===== config.mk =====
export PLATFORM = sky130hd
export DESIGN_NAME = adaptive_width_delta_encoder_core
export DESIGN_NICKNAME = d
export VERILOG_FILES = /design/src/hdl/awde_pkg.sv /design/src/hdl/adaptive_width_delta_encoder_core.sv
export SDC_FILE = /design/constraint.sdc
export NUM_CORES = 1
export LEC_CHECK = 0
export BUFFER_PORTS_ARGS = -buffer_cell sky130_fd_sc_hd__clkbuf_2
export CAP_MARGIN = 20
export CORE_UTILIZATION = 23
export DETAILED_ROUTE_END_ITERATION = 16
export PLACE_DENSITY = 0.47
export SYNTH_ARGS = -nofsm -noshare
export SYNTH_HDL_FRONTEND = slang
export SYNTH_SLANG_ARGS = --single-unit

===== constraint.sdc =====
create_clock -name clk -period 16.7 [get_ports clk]
set_input_delay 1.67 -clock clk [delete_from_list [all_inputs] [get_ports clk]]
set_output_delay 1.67 -clock clk [all_outputs]
set_load 0.005 [all_outputs]

===== src/hdl/awde_pkg.sv =====
`default_nettype none

package awde_pkg;

    // sample and width sizes
    localparam int SAMPLE_W = 16;
    localparam int WIDTH_W  = 5;

    typedef logic [SAMPLE_W-1:0] sample_t;
    typedef logic [WIDTH_W-1:0]  width_t;

    // token control codes
    typedef enum logic [1:0] {
        CODE_SAME  = 2'd0,
        CODE_INC   = 2'd1,
        CODE_DEC   = 2'd2,
        CODE_RESET = 2'd3
    } ctrl_code_t;

    // width adaptation constants
    localparam width_t RAW_WIDTH       = width_t'(SAMPLE_W);
    localparam width_t MAX_WIDTH       = width_t'(SAMPLE_W);
    localparam width_t MIN_WIDTH       = width_t'(2);
    localparam width_t FIRST_INC_WIDTH = width_t'(4);
    localparam width_t INC_STEP        = width_t'(2);
    localparam width_t INC_LIMIT       = width_t'(2);
    localparam width_t DEC_LIMIT       = width_t'(4);

    // minimal signed width of a difference: 0 for zero, else 2..16
    function automatic width_t needed_width(input sample_t d);
        sample_t y;
        width_t  len;
        y   = d[SAMPLE_W-1] ? ~d : d;
        len = '0;
        for (int i = 0; i < SAMPLE_W; i++)
        begin
            if (y[i])
            begin
                len = width_t'(i + 1);
            end
        end
        if (d == '0)
        begin
            return '0;
        end
        else if (len == '0)
        begin
            return MIN_WIDTH;
        end
        else
        begin
            return len + width_t'(1);
        end
    endfunction

    // mask with the low w bits set
    function automatic sample_t low_mask(input width_t w);
        sample_t m;
        for (int i = 0; i < SAMPLE_W; i++)
        begin
            m[i] = (width_t'(i) < w);
        end
        return m;
    endfunction

endpackage

`default_nettype wire


===== src/hdl/adaptive_width_delta_encoder_core.sv =====
`default_nettype none

// channel  | valid         | stall         | payload
// ---------+---------------+---------------+----------------------------------------------
// input    | sample_valid  | sample_stall  | sample, start_block
// output   | token_valid   | token_stall   | is_raw, ctrl_code, reset_width,
//          |               |               | payload_width, payload
//
// one sample per cycle sustained while the token is not stalled; a token is built from its
// sample via the input register, then the delta/width logic feeding the token register
// rst_n clears the valid flags, the previous sample and the running width
// a stalled token holds; the input register keeps taking samples while it drains,
// and sample_stall rises only when both registers are full and the token is stalled

module adaptive_width_delta_encoder_core (
    input  wire logic                   clk,
    input  wire logic                   rst_n,
    input  wire logic                   sample_valid,
    output logic                        sample_stall,
    input  wire logic [awde_pkg::SAMPLE_W-1:0] sample,
    input  wire logic                   start_block,
    output logic                        token_valid,
    input  wire logic                   token_stall,
    output logic                        is_raw,
    output logic [1:0]                  ctrl_code,
    output logic [awde_pkg::WIDTH_W-1:0] reset_width,
    output logic [awde_pkg::WIDTH_W-1:0] payload_width,
    output logic [awde_pkg::SAMPLE_W-1:0] payload
);

    import awde_pkg::*;

    logic       in_valid_reg;
    logic       in_valid_next;
    sample_t    in_sample_reg;
    logic       in_start_reg;

    sample_t    prev_sample_reg;
    sample_t    prev_sample_next;
    width_t     cur_width_reg;
    width_t     cur_width_next;

    logic       out_valid_reg;
    logic       out_valid_next;
    logic       out_raw_reg;
    logic       out_raw_next;
    ctrl_code_t out_code_reg;
    ctrl_code_t out_code_next;
    width_t     out_rw_reg;
    width_t     out_rw_next;
    width_t     out_pw_reg;
    width_t     out_pw_next;
    sample_t    out_payload_reg;
    sample_t    out_payload_next;

    logic       out_free;
    logic       advance;
    logic       in_load;

    sample_t    diff;
    width_t     need;
    width_t     adapt_width;
    ctrl_code_t adapt_code;
    width_t     inc_width;

    // handshake between the two registers
    assign out_free     = !out_valid_reg || !token_stall;
    assign advance      = in_valid_reg && out_free;
    assign sample_stall = in_valid_reg && !out_free;
    assign in_load      = sample_valid && !sample_stall;

    assign in_valid_next  = in_load || (in_valid_reg && !advance);
    assign out_valid_next = advance || (out_valid_reg && token_stall);

    // delta and needed width
    assign diff = prev_sample_reg - in_sample_reg;
    assign need = needed_width(diff);

    // running width adaptation
    always_comb
    begin
        inc_width   = cur_width_reg + INC_STEP;
        adapt_width = need;
        adapt_code  = CODE_SAME;
        if (need == cur_width_reg)
        begin
            adapt_code = CODE_SAME;
        end
        else if (need > cur_width_reg)
        begin
            if ((need - cur_width_reg) > INC_LIMIT)
            begin
                adapt_code = CODE_RESET;
            end
            else
            begin
                adapt_code = CODE_INC;
                if (cur_width_reg == '0)
                begin
                    adapt_width = FIRST_INC_WIDTH;
                end
                else if (inc_width > MAX_WIDTH)
                begin
                    adapt_width = MAX_WIDTH;
                end
                else
                begin
                    adapt_width = inc_width;
                end
            end
        end
        else
        begin
            if ((cur_width_reg - need) >= DEC_LIMIT)
            begin
                adapt_code = CODE_RESET;
            end
            else
            begin
                adapt_code  = CODE_DEC;
                adapt_width = (cur_width_reg == MIN_WIDTH) ? '0
                                                           : cur_width_reg - width_t'(1);
            end
        end
    end

    // token fields and state update
    always_comb
    begin
        out_raw_next     = out_raw_reg;
        out_code_next    = out_code_reg;
        out_rw_next      = out_rw_reg;
        out_pw_next      = out_pw_reg;
        out_payload_next = out_payload_reg;
        prev_sample_next = prev_sample_reg;
        cur_width_next   = cur_width_reg;
        if (advance)
        begin
            prev_sample_next = in_sample_reg;
            if (in_start_reg)
            begin
                out_raw_next     = 1'b1;
                out_code_next    = CODE_SAME;
                out_rw_next      = '0;
                out_pw_next      = RAW_WIDTH;
                out_payload_next = in_sample_reg;
                cur_width_next   = '0;
            end
            else
            begin
                out_raw_next     = 1'b0;
                out_code_next    = adapt_code;
                out_rw_next      = (adapt_code == CODE_RESET) ? adapt_width : '0;
                out_pw_next      = adapt_width;
                out_payload_next = diff & low_mask(adapt_width);
                cur_width_next   = adapt_width;
            end
        end
    end

    // control registers
    always_ff @(posedge clk or negedge rst_n)
    begin
        if (!rst_n)
        begin
            in_valid_reg    <= 1'b0;
            out_valid_reg   <= 1'b0;
            prev_sample_reg <= '0;
            cur_width_reg   <= '0;
        end
        else
        begin
            in_valid_reg    <= in_valid_next;
            out_valid_reg   <= out_valid_next;
            prev_sample_reg <= prev_sample_next;
            cur_width_reg   <= cur_width_next;
        end
    end

    // payload registers
    always_ff @(posedge clk)
    begin
        if (in_load)
        begin
            in_sample_reg <= sample;
            in_start_reg  <= start_block;
        end
        out_raw_reg     <= out_raw_next;
        out_code_reg    <= out_code_next;
        out_rw_reg      <= out_rw_next;
        out_pw_reg      <= out_pw_next;
        out_payload_reg <= out_payload_next;
    end

    assign token_valid   = out_valid_reg;
    assign is_raw        = out_raw_reg;
    assign ctrl_code     = 2'(out_code_reg);
    assign reset_width   = out_rw_reg;
    assign payload_width = out_pw_reg;
    assign payload       = out_payload_reg;

endmodule

`default_nettype wire


==> impl_metrics.yaml <==
run_status:
  status: "complete, no violations"
clock_network:
  cts.reportedPaths.clkPinSlew_ns: 0.06
  cts_made_buffers: 9
  cts-root-buf: "clkbuf_16"
  cts_sinks: 69
  cts.htree.levels: 3
  cts.path.max_buffers: 2
  clock_latency_ns: 0.35
  cts_tree: "done"
  ctsHoldBuffers: 0
  ctsResizeCount: 0
  postCtsSetupBuffers: 0
grt:
  grt_use_met3: 0.0278
  grt_usage: 0.129
  grt_pass1_wl_mm: 23.6
  antenna_found_initial: 0
  grt_pass1_vias: 4355
  grt_max_degree: 37
  grt_use_met2: 0.215
  grt_overflow: 0
  busiest_layer: "met2"
  grt_use_met1: 0.168
yosys:
  ys_seq_elements: 69
  syn_avg_cell_area_sq_um: 9.33
  synth-main-ff-cell: "edfxtp_1"
  syn-num-nets: 621
  ys_warn_count: 0
  synthesis.area_sq_mm: 0.00527
  synthArstFlopShare: 0.333
  netlist-cell-type-count: 87
  synth_edf_count: 46
  synthCells: 565
  synth_seq_area_share: 0.371
timing:
  worst_slew_pin_slew_ns: 0.966
  skew_ns: 0.0113
  max_freq_mhz: 121
  slew_headroom: 0.355
  setup-tns-final_ns: 0
  grt_setup_unrepaired: "false"
  period_needed_ns: 8.24
  setup_slack_ns: 8.46
  slew_violations: 0
  period_share: 0.493
  hold_violations: 0
  setup_viol: 0
routing:
  dr_total_vias: 4427
  totalWireLength_mm: 14.6
  dr.pass1.iters: 7
  route.detailed.drc: 0
  postRouteAntennaNets: 0
  vias_per_cell: 4.94
  wl_per_cell_microns: 16.2
  drt_iter0_drc: 264
floorplanning:
  coreArea_sq_mm: 0.0226
  start_util: 0.234
  die_y_microns: 153
  row_count: 55
  die_w_microns: 153
  die_area_sq_mm: 0.0235
  io-pin-count: 52
layout:
  n_antenna_cell: 0
  drive_above_1_share: 0.190
  area_growth_pct: 15.5
  final_nets: 663
run:
  cap_violations: 0
hold_path:
  hold_path_class: "reg -> reg"
place:
  io_buffer_count: 51
  gp_congestion: 0.894
  dp_hpwl_mm: 11.1
  post-place-ws_ns: 8.53
critical_path:
  crit_fanout: 10
  max_stage_delay_ns: 0.59
  crit_buf_inv: 4
  cp-end-kind: "register"
  worstPathArrival_ns: 8.31
  cp.required_ns: 16.78
  path_class: "reg -> reg"
  crit_family: "compound AO/OA/AOI/OAI gates"
  cp-start-kind: "register"
  cp_common_cell: "ha_1"
  slowest_stage: "or4_4"
-- through the flow --
stage / instance area, sq um / util / instances / hold WS [ns]
6_report: 6090 / 0.270 / 897 / 0.489
5_1_grt: 6090 / 0.270 / 897 / 0.520
2_1_floorplan: 5270 / - / 565 / 0.424
3_3_place_gp: 5800 / 0.257 / 881 / 0.469
4_1_cts: 6090 / 0.270 / 897 / 0.493
3_5_place_dp: 5800 / 0.257 / 881 / 0.479
-- layout make-up --
| cell class | count | area, sq um |
|---|---|---|
| Inverter | 42 | 158 |
| Fill cell | 2429 | 16500 |
| Timing Repair Buffer | 53 | 270 |
| Tap cell | 285 | 357 |
| Multi-Input combinational cell | 432 | 3060 |
| Clock buffer | 11 | 253 |
| Sequential cell | 69 | 1960 |
| Clock inverter | 5 | 42.5 |
-- cell families after synthesis --
family / share of synthesized area
xor gates and xnor gates: 0.0299
adders and majority gates: 0.0859
muxes: 0.0138
and+or+nand+nor: 0.193
AOI/OAI and AO/OA: 0.257
buffers and inverters: 0.0493
DFF: 0.371
-- cell usage after synthesis (6+ instances only) --
cell type  number  area share
a21o_1         10       0.014
a21oi_1        36       0.034
and3_1          7      0.0083
buf_2          10      0.0095
clkbuf_1       10      0.0071
dfrtp_1        23        0.11
edfxtp_1       46        0.26
ha_1           33       0.078
inv_1          41       0.029
nand2_1        52       0.037
nand2b_1        9       0.011
nand3_1        20       0.019
nor2_1         36       0.026
nor2b_1        12       0.014
nor3_1         11       0.010
o2111ai_1       7       0.012
o211ai_1        7       0.010
o21a_1          7       0.010
o21ai_0        33       0.031
or2_2           6      0.0071
xnor2_1        11       0.018
xor2_1          7       0.012
-- cell usage in the layout (no fill, tap or decap), types with 6 or more instances in the layout --
cell       instances
nand2_1           52
clkbuf_2          51
edfxtp_1          46
inv_1             41
a21oi_1           36
nor2_1            36
o21ai_0           33
ha_1              33
dfrtp_1           23
nand3_1           20
nor2b_1           12
xnor2_1           11
nor3_1            11
a21o_1            10
nand2b_1           9
clkbuf_16          9
o211ai_1           7
and3_1             7
o2111ai_1          7
o21a_1             7
xor2_1             7
or2_2              6
-- final timing paths --
path | start | to | slack (ns) | cells after the start
hold reg to reg | prev_sample_reg[3] | prev_sample_reg[3] | 0.49 | 2
min in group asynchronous | rst_n | prev_sample_reg[0] | 1.36 | 1
setup / recovery | in_sample_reg[0] | payload[6] | 8.46 | 31
max in group asynchronous | rst_n | cur_width_reg[1] | 14.88 | 1
setup reg to reg | in_sample_reg[0] | payload[6] | 8.46 | 31
hold / removal | prev_sample_reg[3] | prev_sample_reg[3] | 0.49 | 2
-- worst register-to-register path: cells and delay by family, from the launching register on --
family | cells | cell delay [ns]
and+or+nand+nor | 8 | 2.00
adders and majority gates | 5 | 1.55
buffers and inverters | 4 | 0.26
xor gates and xnor gates | 1 | 0.25
DFF | 1 | 0.41
AOI/OAI and AO/OA | 13 | 3.45
-- routing by layer --
| layer | routed length, microns | vias up | share of wire |
|---|---|---|---|
| met4 | 178 | 0 | 0.012 |
| met2 | 7020 | 82 | 0.48 |
| met1 | 6810 | 2132 | 0.47 |
| met5 | 0 | - | 0 |
| met3 | 543 | 15 | 0.037 |
| li1 | - | 2198 | - |
Power is not shown: default switching activity piles up to over one toggle a cycle in this logic, so the estimate is an artifact.
